**config.mk**
```make
export PLATFORM = sky130hd
export DESIGN_NAME = gpio_port_with_interrupts
export DESIGN_NICKNAME = d
export VERILOG_FILES = /design/src/sv/gpio_pkg.sv /design/src/sv/gpio_irq_detect.sv /design/src/sv/gpio_regfile.sv /design/src/sv/gpio_port_with_interrupts.sv
export VERILOG_INCLUDE_DIRS = /design/src /design/src/sv
export SDC_FILE = /design/constraint.sdc
export NUM_CORES = 1
export LEC_CHECK = 0
export BUFFER_PORTS_ARGS = -buffer_cell sky130_fd_sc_hd__buf_2
export CORE_MARGIN = 2
export CORE_UTILIZATION = 45
export CTS_BUF_LIST = sky130_fd_sc_hd__clkbuf_4
export CTS_CLUSTER_SIZE = 30
export DETAILED_ROUTE_END_ITERATION = 10
export HOLD_SLACK_MARGIN = 0.06
export SYNTH_ARGS = -nofsm -noshare
export SYNTH_HDL_FRONTEND = slang
export SYNTH_HIERARCHICAL = 1
export SYNTH_SLANG_ARGS = --single-unit
```
**constraint.sdc**
```tcl
create_clock -name clk -period 5.4 [get_ports clk]
set_input_delay 0.27 -clock clk [delete_from_list [all_inputs] [get_ports clk]]
set_output_delay 0.27 -clock clk [all_outputs]
set_load 0.02 [all_outputs]
```
**src/sv/assert_macros.svh**
```systemverilog
// Assertion macros used by the GPIO port RTL.
`ifndef ASSERT_MACROS_SVH
`define ASSERT_MACROS_SVH

`ifndef ASSERT_OFF

// Check a property on every rising clock edge outside reset.
`define GPIO_ASSERT(lbl, clk, rstn, prop, msg) \
	lbl: assert property (@(posedge clk) disable iff (!rstn) prop) else $error(msg);

// Check a property on every rising clock edge, reset included.
`define GPIO_ASSERT_ALWAYS(lbl, clk, prop, msg) \
	lbl: assert property (@(posedge clk) prop) else $error(msg);

`else

`define GPIO_ASSERT(lbl, clk, rstn, prop, msg)
`define GPIO_ASSERT_ALWAYS(lbl, clk, prop, msg)

`endif

`endif

```
**src/sv/gpio_pkg.sv**
```systemverilog
// Types and constants shared by the GPIO port modules.
`default_nettype none

package gpio_pkg;

	localparam int DATA_W        = 32;
	localparam int PIN_COUNT_DEF = 32;

	typedef enum logic [1:0] {
		ACT_READ   = 2'd0,
		ACT_WRITE  = 2'd1,
		ACT_SAMPLE = 2'd2
	} action_t;

	typedef enum logic [2:0] {
		REG_DATA   = 3'd0,
		REG_DIR    = 3'd1,
		REG_ICR_LO = 3'd2,
		REG_ICR_HI = 3'd3,
		REG_MASK   = 3'd4,
		REG_STATUS = 3'd5,
		REG_EDGE   = 3'd6
	} reg_sel_t;

	typedef enum logic [1:0] {
		MODE_LOW     = 2'd0,
		MODE_HIGH    = 2'd1,
		MODE_RISING  = 2'd2,
		MODE_FALLING = 2'd3
	} irq_mode_t;

	typedef struct packed {
		logic [1:0]        action;
		logic [2:0]        reg_select;
		logic [DATA_W-1:0] write_data;
		logic [DATA_W-1:0] pad_levels;
	} req_t;

	typedef struct packed {
		logic [DATA_W-1:0] read_data;
		logic              irq;
		logic [DATA_W-1:0] pad_out;
		logic [DATA_W-1:0] pad_drive_enable;
	} rsp_t;

endpackage

`default_nettype wire

```
**src/sv/gpio_irq_detect.sv**
```systemverilog
// Per-pin interrupt condition detection for one pad sample.
`default_nettype none

module gpio_irq_detect #(
	parameter int PIN_COUNT = gpio_pkg::PIN_COUNT_DEF
) (
	input  wire logic [PIN_COUNT-1:0]   pads,
	input  wire logic [PIN_COUNT-1:0]   prev,
	input  wire logic [2*PIN_COUNT-1:0] cfg,
	input  wire logic [PIN_COUNT-1:0]   any_edge,
	output logic      [PIN_COUNT-1:0]   hit
);

	always_comb begin
		hit = '0;
		for (int i = 0; i < PIN_COUNT; i++) begin
			if (any_edge[i]) begin
				hit[i] = pads[i] ^ prev[i];
			end else begin
				unique case (gpio_pkg::irq_mode_t'(cfg[2*i +: 2]))
					gpio_pkg::MODE_LOW:     hit[i] = !pads[i];
					gpio_pkg::MODE_HIGH:    hit[i] = pads[i];
					gpio_pkg::MODE_RISING:  hit[i] = pads[i] & !prev[i];
					gpio_pkg::MODE_FALLING: hit[i] = !pads[i] & prev[i];
				endcase
			end
		end
	end

endmodule

`default_nettype wire

```
**src/sv/gpio_regfile.sv**
```systemverilog
// GPIO register file: bus access, sample update and result formation.
`default_nettype none

module gpio_regfile #(
	parameter int PIN_COUNT = gpio_pkg::PIN_COUNT_DEF
) (
	input  wire logic           clk,
	input  wire logic           arst_n,
	input  wire logic           go,
	input  wire gpio_pkg::req_t req,
	output gpio_pkg::rsp_t      rsp
);

	localparam int DW = gpio_pkg::DATA_W;

	logic [PIN_COUNT-1:0]   data_q, dir_q, mask_q, status_q, edge_q, prev_q;
	logic [2*PIN_COUNT-1:0] cfg_q;
	logic [PIN_COUNT-1:0]   data_d, dir_d, mask_d, status_d, edge_d, prev_d;
	logic [2*PIN_COUNT-1:0] cfg_d;
	logic [2*DW-1:0]        cfg_ext, cfg_ext_d;
	logic [PIN_COUNT-1:0]   pads, wdata, hit, rb_data;
	logic [DW-1:0]          rdata;

	assign pads    = req.pad_levels[PIN_COUNT-1:0];
	assign wdata   = req.write_data[PIN_COUNT-1:0];
	assign cfg_ext = (2*DW)'(cfg_q);
	// output pins read back the driven level, input pins the pad
	assign rb_data = (data_q & dir_q) | (pads & ~dir_q);

	gpio_irq_detect #(
		.PIN_COUNT(PIN_COUNT)
	) u_detect (
		.pads     (pads),
		.prev     (prev_q),
		.cfg      (cfg_q),
		.any_edge (edge_q),
		.hit      (hit)
	);

	always_comb begin
		data_d    = data_q;
		dir_d     = dir_q;
		mask_d    = mask_q;
		status_d  = status_q;
		edge_d    = edge_q;
		prev_d    = prev_q;
		cfg_ext_d = cfg_ext;
		rdata     = '0;
		unique case (req.action)
			gpio_pkg::ACT_READ: begin
				unique case (req.reg_select)
					gpio_pkg::REG_DATA:   rdata = DW'(rb_data);
					gpio_pkg::REG_DIR:    rdata = DW'(dir_q);
					gpio_pkg::REG_ICR_LO: rdata = cfg_ext[DW-1:0];
					gpio_pkg::REG_ICR_HI: rdata = cfg_ext[2*DW-1:DW];
					gpio_pkg::REG_MASK:   rdata = DW'(mask_q);
					gpio_pkg::REG_STATUS: rdata = DW'(status_q);
					gpio_pkg::REG_EDGE:   rdata = DW'(edge_q);
					default:              rdata = '0;
				endcase
			end
			gpio_pkg::ACT_WRITE: begin
				unique case (req.reg_select)
					gpio_pkg::REG_DATA:   data_d = wdata;
					gpio_pkg::REG_DIR:    dir_d = wdata;
					gpio_pkg::REG_ICR_LO: cfg_ext_d[DW-1:0] = req.write_data;
					gpio_pkg::REG_ICR_HI: cfg_ext_d[2*DW-1:DW] = req.write_data;
					gpio_pkg::REG_MASK:   mask_d = wdata;
					gpio_pkg::REG_STATUS: status_d = status_q & ~wdata;
					gpio_pkg::REG_EDGE:   edge_d = wdata;
					default:              ;
				endcase
			end
			gpio_pkg::ACT_SAMPLE: begin
				status_d = status_q | hit;
				prev_d   = pads;
			end
			default: ;
		endcase
		// drop configuration pairs of pins that are not built
		cfg_d = cfg_ext_d[2*PIN_COUNT-1:0];
	end

	assign rsp.read_data        = rdata;
	assign rsp.irq              = |(status_d & mask_d);
	assign rsp.pad_out          = DW'(data_d);
	assign rsp.pad_drive_enable = DW'(dir_d);

	always_ff @(posedge clk or negedge arst_n) begin
		if (!arst_n) begin
			data_q   <= '0;
			dir_q    <= '0;
			cfg_q    <= '0;
			mask_q   <= '0;
			status_q <= '0;
			edge_q   <= '0;
			prev_q   <= '0;
		end else if (go) begin
			data_q   <= data_d;
			dir_q    <= dir_d;
			cfg_q    <= cfg_d;
			mask_q   <= mask_d;
			status_q <= status_d;
			edge_q   <= edge_d;
			prev_q   <= prev_d;
		end
	end

endmodule

`default_nettype wire

```
**src/sv/gpio_port_with_interrupts.sv**
```systemverilog
// An accepted item waits in the input stage; its result is then registered in the output register once that is free.
// Throughput: one item per cycle while the output is not stalled; the register file updates once per item.
// A stalled output holds one result while one more item waits in the input stage.
// Reset (arst_n low) clears the register file, pad history and both valid flags; payload registers are not reset.
// Pins at or above PIN_COUNT read as zero and never raise status.
`default_nettype none

`include "assert_macros.svh"

module gpio_port_with_interrupts #(
	parameter int PIN_COUNT = gpio_pkg::PIN_COUNT_DEF
) (
	input  wire logic           clk,
	input  wire logic           arst_n,
	// request channel: bus read, bus write or pad sample tick
	input  wire logic           req_valid,
	output logic                req_ready,
	input  wire gpio_pkg::req_t req,
	// response channel: one result item per request item
	output logic                rsp_valid,
	input  wire logic           rsp_ready,
	output gpio_pkg::rsp_t      rsp
);

	// input stage
	logic           req_valid_s1;
	gpio_pkg::req_t req_s1;

	// output register
	logic           rsp_valid_q;
	gpio_pkg::rsp_t rsp_q;

	gpio_pkg::rsp_t result;
	logic           adv;

	// advance the input stage into the output register when the
	// output register is empty or being emptied in this cycle
	assign adv       = req_valid_s1 && (!rsp_valid_q || rsp_ready);
	assign req_ready = !req_valid_s1 || adv;

	gpio_regfile #(
		.PIN_COUNT(PIN_COUNT)
	) u_regfile (
		.clk    (clk),
		.arst_n (arst_n),
		.go     (adv),
		.req    (req_s1),
		.rsp    (result)
	);

	// valid flags
	always_ff @(posedge clk or negedge arst_n) begin
		if (!arst_n) begin
			req_valid_s1 <= 1'b0;
			rsp_valid_q  <= 1'b0;
		end else begin
			if (req_ready) begin
				req_valid_s1 <= req_valid;
			end
			if (adv) begin
				rsp_valid_q <= 1'b1;
			end else if (rsp_ready) begin
				rsp_valid_q <= 1'b0;
			end
		end
	end

	// payload registers: load on accept / advance, hold otherwise
	always_ff @(posedge clk) begin
		if (req_valid && req_ready) begin
			req_s1 <= req;
		end
		if (adv) begin
			rsp_q <= result;
		end
	end

	assign rsp_valid = rsp_valid_q;
	assign rsp       = rsp_q;

	// an empty output register never blocks the request side
	`GPIO_ASSERT(a_ready_when_empty, clk, arst_n, !rsp_valid_q |-> req_ready, "req_ready low with empty output")
	// a waiting item in the input stage is neither lost nor altered
	`GPIO_ASSERT(a_s1_hold, clk, arst_n, (req_valid_s1 && !adv) |=> (req_valid_s1 && $stable(req_s1)), "input stage item dropped")
	// every advance leaves a result in the output register
	`GPIO_ASSERT(a_adv_fills, clk, arst_n, adv |=> rsp_valid_q, "advanced item produced no result")
	// nothing advances out of an empty input stage
	`GPIO_ASSERT(a_adv_needs_item, clk, arst_n, !adv || req_valid_s1, "advance without item")

endmodule

`default_nettype wire

```
==> summary.txt, run 1 <==
CTS tree: built
Reg area: 11400 um2
Worst-margin pin slew: 1.32 ns
Die height: 222 um
Row count: 79
Min Tclk post-route: 4.01 ns
Synthesized cell area: 21400 um2
Area Overhead vs Synth: 20.7%
Ys Warns: 6
Post-Synthesis Mean Instance Area: 12.4 um2
WP data required: 6.00 ns
VDD IR max: 0.162 mV
Met2 Resource Use GR: 42.8%
DR vias: 15.9k
Reg2reg setup slack: 1.39 ns
Hold endpoint: req_s1[61]$_DFFE_PP_
Cell count after synthesis: 1733
Maxcap violations: 0
DIE AREA: 49400 um2
Post_cts resized: 0
GR Util met3: 5.04%
Initial core utilization: 45.8%
Fin worst setup slack: 1.39 ns
Status: finished, final reports clean
Setup TNS Final: 0 ns
Worst Path Arrival: 4.61 ns
Most area-consuming cells after synthesis: dfrtp_1, edfxtp_1, mux2_2
Placer congestion estimate: 0.871
Avg Vias per Cell: 5.68
EDFF count, synth: 166
Register area share after synthesis: 53.4%
Avg WL per Cell: 23.1 um
CTS root buf: clkbuf_4
Min-delay worst type: input pin to flop
Worst r2r src: req_s1[68]$_DFFE_PP_
Worst slack at placement: 1.43 ns
Core area: 46800 um2
Crit path max fanout: 54
Vias in the first global route: 16.2k
Critical path capture point type: flop
# clock sinks: 424
Nets: 2230
Rel. slew slack: 11.6%
Iteration-0 DRC Markers: 1269
Port Buffers: 171
Fill cells: 4113
Share of layout cells above drive strength 1: 34.7%
Fin Clk Skew: 0.0784 ns
Finish-stage setup viols: 0
DRC: 0
Crit Path Class: flop to flop
Cell variety after synth: 50
Multi-input gate area: 9150 um2
Worst setup SP type: flop
Pwr dens: 390 nW/um2
Period utilization: 74.2%
RSZ-0062 raised after global routing: false
Top_reg_cell synth: dfrtp_1
Hold Startpoint: req[61]
GRT Overall Usage: 26.4%
CTS buffer count: 116
Post-Route WL: 64700 um
Max Transition Viols Final: 0
DR pass1 iterations: 6
Global route overflow: 0
Die width: 222 um
Maximum clock rate: 250 MHz
Worst reg2reg path endpoint: rsp[64]$_DFFE_PP_
Largest net degree at the start of global routing: 121
FFs w/ async S/R, synth: 60.8%
Final Hold Fails: 0
Leak: 0.0116 uW
Routing usage on met1: 36.2%
Commonest cells in the netlist: mux2_2, dfrtp_1, edfxtp_1
Most frequent cell after synthesis: mux2_2
Cell taking the most area after synthesis: dfrtp_1
Util after Layout: 55.3%
Initial antenna violation count: 4
CTS max path bufs: 3
# IOs: 172
Hold Path Stages: 2
Post-synthesis net count: 1873
ANT nets after route: 0
Busiest grt layer: met2
Setup Fix Bufs, Post-CTS: 0
Reg2Reg Depth: 8
Hold Buf Count CTS: 136
First-pass GRT wire length: 99000 um
#FFs+latches synth: 424
Post-DP HPWL: 41000 um
Post-synth top area share: 30.1%
CTS HTree Levels: 3
Clock Latency Late Sink: 0.91 ns
Number of flip-flops in the largest register: 97
Clock Pin Slew Worst Setup and Hold Paths: 0.06 ns
placed cells by master (no fill, tap or decap), types with 3 or more instances in the layout:
master         count
nor3b_1           23
a21o_1             6
diode_2            7
mux2_2           349
a22o_1            29
dlygate4sd3_1    135
clkinv_1          28
inv_1            113
a211o_1           24
a2111oi_1         23
o22ai_1           10
o32ai_1            8
mux2i_1           57
edfxtp_1         166
a221oi_1          17
nand4_1            3
or4_1              3
a2111oi_0         14
nand2_1           99
a222oi_1           9
a31oi_1           24
a22oi_1           32
clkbuf_4         180
a21oi_1          116
nand2b_1           5
mux2_1             5
inv_2              3
o21ai_0            5
nor2b_1           40
a2bb2oi_1          3
nor2_1            91
a211oi_1           8
buf_2            170
buf_4             34
ha_1              66
dfrtp_1          258
clkinv_2           5
worst max-delay path by stage:
stage / startpoint / to / slack, ns / depth (start not counted)
2_1_floorplan: rsp_valid$_DFFE_PN0P_ / u_regfile/cfg_ext[10]$_DFFE_PN0P_ / 1.07 / 6
3_3_place_gp: req_s1[68]$_DFFE_PP_ / rsp[64]$_DFFE_PP_ / 1.56 / 8
3_5_place_dp: req_s1[68]$_DFFE_PP_ / rsp[64]$_DFFE_PP_ / 1.43 / 8
4_1_cts: req_s1[68]$_DFFE_PP_ / rsp[64]$_DFFE_PP_ / 1.42 / 8
5_1_grt: req_s1[68]$_DFFE_PP_ / rsp[64]$_DFFE_PP_ / 1.10 / 8
6_report: req_s1[68]$_DFFE_PP_ / rsp[64]$_DFFE_PP_ / 1.39 / 8
per-stage QoR:
stage	hold slack, ns	cells	instance area, um2	power (uW)
detailed placement	0.330	2443	22900	7030
floorplan	-0.0256	1733	21400	6200
global placement	0.322	2443	22900	6940
global route	0.0417	2804	25900	10700
finish	0.144	2804	25900	10100
CTS	0.0644	2797	25800	10200
routing by layer:
metal  vias up  part of all wire (%)
met2       542                    47
met3       101                   6.2
met1      8042                    45
met4         0                   1.9
met5         -                     0
li1       7230                     -
worst max-delay path: stages, from the launching register on:
cell and delay, ns:
edfxtp_1 0.40, inv_1 0.10, ha_2 0.82, nand4bb_2 0.57, buf_4 0.43, mux2i_1 0.20, o32ai_1 0.12, or4_1 0.55
or4_1 0.52
power by group:
| group | internal [uW] | total, uW | leakage (uW) | switching, uW |
|---|---|---|---|---|
| Clock | 1610 | 3000 | 0.000933 | 1390 |
| Combinational | 1200 | 2340 | 0.00574 | 1140 |
| Sequential | 4060 | 4750 | 0.00494 | 683 |
logic make-up after synthesis:
logic type | Yosys count | synth area share (%)
DFF | 424 | 53.4
muxes | 411 | 21.3
AOI/OAI and AO/OA | 332 | 11.0
and+or+nand+nor | 283 | 6.36
buffers and inverters | 216 | 4.06
adders and majority gates | 67 | 3.91
final cells by class:
type,instances,share of cell area (%)
antenna,7,0.0677
sequential,424,44.2
clock inverter,38,0.779
clock buffer,180,5.22
timing repair buffer,342,9.74
inverter,113,1.64
multi-input combinational,1093,35.4
tap,607,2.94
Power figures use the tool's default switching activity.
==> run 2, diff against run 1 <==
==> constraint.sdc (replaced) <==
create_clock -name clk -period 3.98 [get_ports clk]
set_input_delay 0.199 -clock clk [delete_from_list [all_inputs] [get_ports clk]]
set_output_delay 0.199 -clock clk [all_outputs]
set_load 0.02 [all_outputs]
==> run 2 against run 1 <==
Against the previous run:
- clock skew fell by 0.0045 ns
- die area stayed put
- first-iteration DRC count is 21% higher
- worst setup slack lost 0.54 ns
- non-clock buffer count up 24
- utilization is 0.56 points higher
- critical path depth rose by 1
- clock power grew 36%
- power rose by 36%
- final cell count rose by 0.82%
- critical path type unchanged
- highest routed layer unchanged
==> summary.txt, run 2 (synthesized netlist as in run 1, its figures left out) <==
Fin Clk Skew: 0.0739 ns (-0.00455 ns)
Worst setup SP type: flop
Row count: 79 (unchanged)
Initial antenna violation count: 3 (-1)
RSZ-0062 raised after global routing: false
Die height: 222 um (unchanged)
Crit path max fanout: 6 (-89%)
# IOs: 172 (unchanged)
Leak: 0.0117 uW (+1.2%)
Post-route cell area: 26100 um2 (+1.0%)
Top cell by count, worst path: or4_1
Avg WL per Cell: 23.0 um (-0.13%)
Worst reg2reg path endpoint: rsp[64]$_DFFE_PP_
Post-DP HPWL: 41500 um (+1.2%)
Reg2reg setup slack: 0.85 ns (-0.54 ns)
Commonest non-fill, non-tap cell in the layout: mux2_2
Avg Vias per Cell: 5.68 (+0.13%)
Min-delay worst type: input pin to flop
Clock Pin Slew Worst Setup and Hold Paths: 0.06 ns (about the same)
Reg2Reg Depth: 9 (+1)
Vias in the first global route: 16.4k (+0.67%)
Max Transition Viols Final: 0 (unchanged)
CP cell instances: ha_1 -> a2111oi_0 -> a221oi_1 -> a21oi_1 -> nor2_1 -> a31oi_1 -> o32ai_1 -> or4_1 -> or4_1
Core area: 46800 um2 (unchanged)
Slowest stage cell, crit path: or4_1
Hold endpoint: rsp_valid$_DFFE_PN0P_
Maximum clock rate: 320 MHz (+28%)
CTS HTree Levels: 3 (unchanged)
DR pass1 iterations: 6 (unchanged)
Worst-margin pin slew: 1.17 ns (-0.156 ns)
DR vias: 16.1k (+0.95%)
# clock sinks: 424 (unchanged)
Util after Layout: 55.9% (+0.56 points)
Period utilization: 78.6% (+4.4 points)
Global route overflow: 0 (unchanged)
Pwr dens: 525 nW/um2 (+34%)
Most frequent cells in the layout: mux2_2, dfrtp_1, clkbuf_4
DRC: 0 (unchanged)
Rel. slew slack: 22.0% (+10 points)
Final Hold Fails: 0 (unchanged)
Port Buffers: 171 (unchanged)
Setup Fix Bufs, Post-CTS: 0 (unchanged)
Critical path capture point type: flop
DIE AREA: 49400 um2 (unchanged)
Crit path largest cell delay: 0.54 ns (-0.28 ns)
VDD IR max: 0.219 mV (+36%)
WP data required: 4.61 ns (-1.39 ns)
First-pass GRT wire length: 98200 um (-0.87%)
Maxcap violations: 0 (unchanged)
Largest net degree at the start of global routing: 119 (-1.7%)
Min Tclk post-route: 3.13 ns (-0.878 ns)
Hold Startpoint: rsp_ready
CTS tree: built
Post-Route WL: 65100 um (+0.69%)
Nets: 2255 (+1.1%)
Crit Path Class: flop to flop
Worst Path Arrival: 3.76 ns (-0.85 ns)
Status: finished, final reports clean
CTS buffer count: 117 (+0.86%)
Area Overhead vs Synth: 22.0%
Worst slack at placement: 0.902 ns (-0.531 ns)
Finish-stage setup viols: 0 (unchanged)
Initial core utilization: 45.8% (unchanged)
CTS root buf: clkbuf_4
Clock Latency Late Sink: 0.90 ns (about the same)
Number of flip-flops in the largest register: 97 (unchanged)
Iteration-0 DRC Markers: 1530 (+21%)
Placer congestion estimate: 0.874 (+0.34%)
Post-place instance area: 23100 um2 (+0.76%)
ANT nets after route: 0 (unchanged)
Worst r2r src: req_s1[19]$_DFFE_PP_
Fill cells: 4003 (-2.7%)
Fin worst setup slack: 0.852 ns (-0.542 ns)
GRT Overall Usage: 26.3% (-0.050 points)
CTS max path bufs: 3 (unchanged)
Share of layout cells above drive strength 1: 35.1% (+0.42 points)
Fin Hold WS: 0.226 ns (+0.0818 ns)
Setup TNS Final: 0 ns (unchanged)
Hold Path Stages: 4 (+2)
Die width: 222 um (unchanged)
==> run 2: routing by layer <==
| metal | vias up | part of all wire [%] | GRT usage [%] |
|---|---|---|---|
| li1 | 7274 | - | - |
| met1 | 8058 | 45 | 36.1 |
| met3 | 125 | 7.2 | 5.57 |
| met4 | 0 | 3.5 | 11.2 |
| met5 | - | 0 | 0 |
| met2 | 609 | 45 | 40.6 |
==> run 2: worst max-delay path, delay by kind of cell (launching register included) <==
kind,cells,cell delay [ns]
flip-flops,1,0.48
adder cells (fa/ha/maj),1,0.26
AND/OR/NAND/NOR,3,1.14
AO/OA/AOI/OAI,5,0.98
==> run 2: what timing repair did <==
item                       4_1_cts  5_1_grt
resized for setup                0        0
setup endpoints to repair        0        0
hold buffers                   145        0
hold endpoints to repair       222        0
==> run 2: layout make-up <==
type	count	area, um2	area share, %
Clock buffer	186	1400	5.34
Timing Repair Buffer	366	2790	10.7
Sequential cell	424	11400	43.8
Clock inverter	36	165	0.632
Tap cell	607	759	2.91
Antenna cell	2	5.00	0.0192
Multi-Input combinational cell	1093	9150	35.0
Inverter	113	424	1.62
==> run 2: report_power, final <==
group / internal, uW / total, uW / leakage, uW / switching, uW
Clock: 2180 / 4080 / 0.000942 / 1900
Sequential: 5510 / 6430 / 0.00494 / 922
Combinational: 1640 / 3190 / 0.00587 / 1550
Total: 9330 / 13700 / 0.0117 / 4370
==> run 2: worst max-delay path by stage <==
| stage | endpoint | cells after the start | start | slack (ns) |
|---|---|---|---|---|
| 2_1_floorplan | u_regfile/cfg_ext[10]$_DFFE_PN0P_ | 6 | rsp_valid$_DFFE_PN0P_ | 0.78 |
| 3_3_place_gp | rsp[64]$_DFFE_PP_ | 8 | req_s1[64]$_DFFE_PP_ | 1.01 |
| 3_5_place_dp | rsp[64]$_DFFE_PP_ | 8 | req_s1[64]$_DFFE_PP_ | 0.90 |
| 4_1_cts | rsp[64]$_DFFE_PP_ | 9 | req_s1[19]$_DFFE_PP_ | 0.91 |
| 5_1_grt | rsp[64]$_DFFE_PP_ | 9 | req_s1[19]$_DFFE_PP_ | 0.66 |
| 6_report | rsp[64]$_DFFE_PP_ | 9 | req_s1[19]$_DFFE_PP_ | 0.85 |
==> run 2: stage by stage <==
step | instances | power (uW)
2_1_floorplan | 1733 | 8410
3_3_place_gp | 2458 | 9420
3_5_place_dp | 2458 | 9540
5_1_grt | 2826 | 14500
4_1_cts | 2825 | 13800
6_report | 2827 | 13700
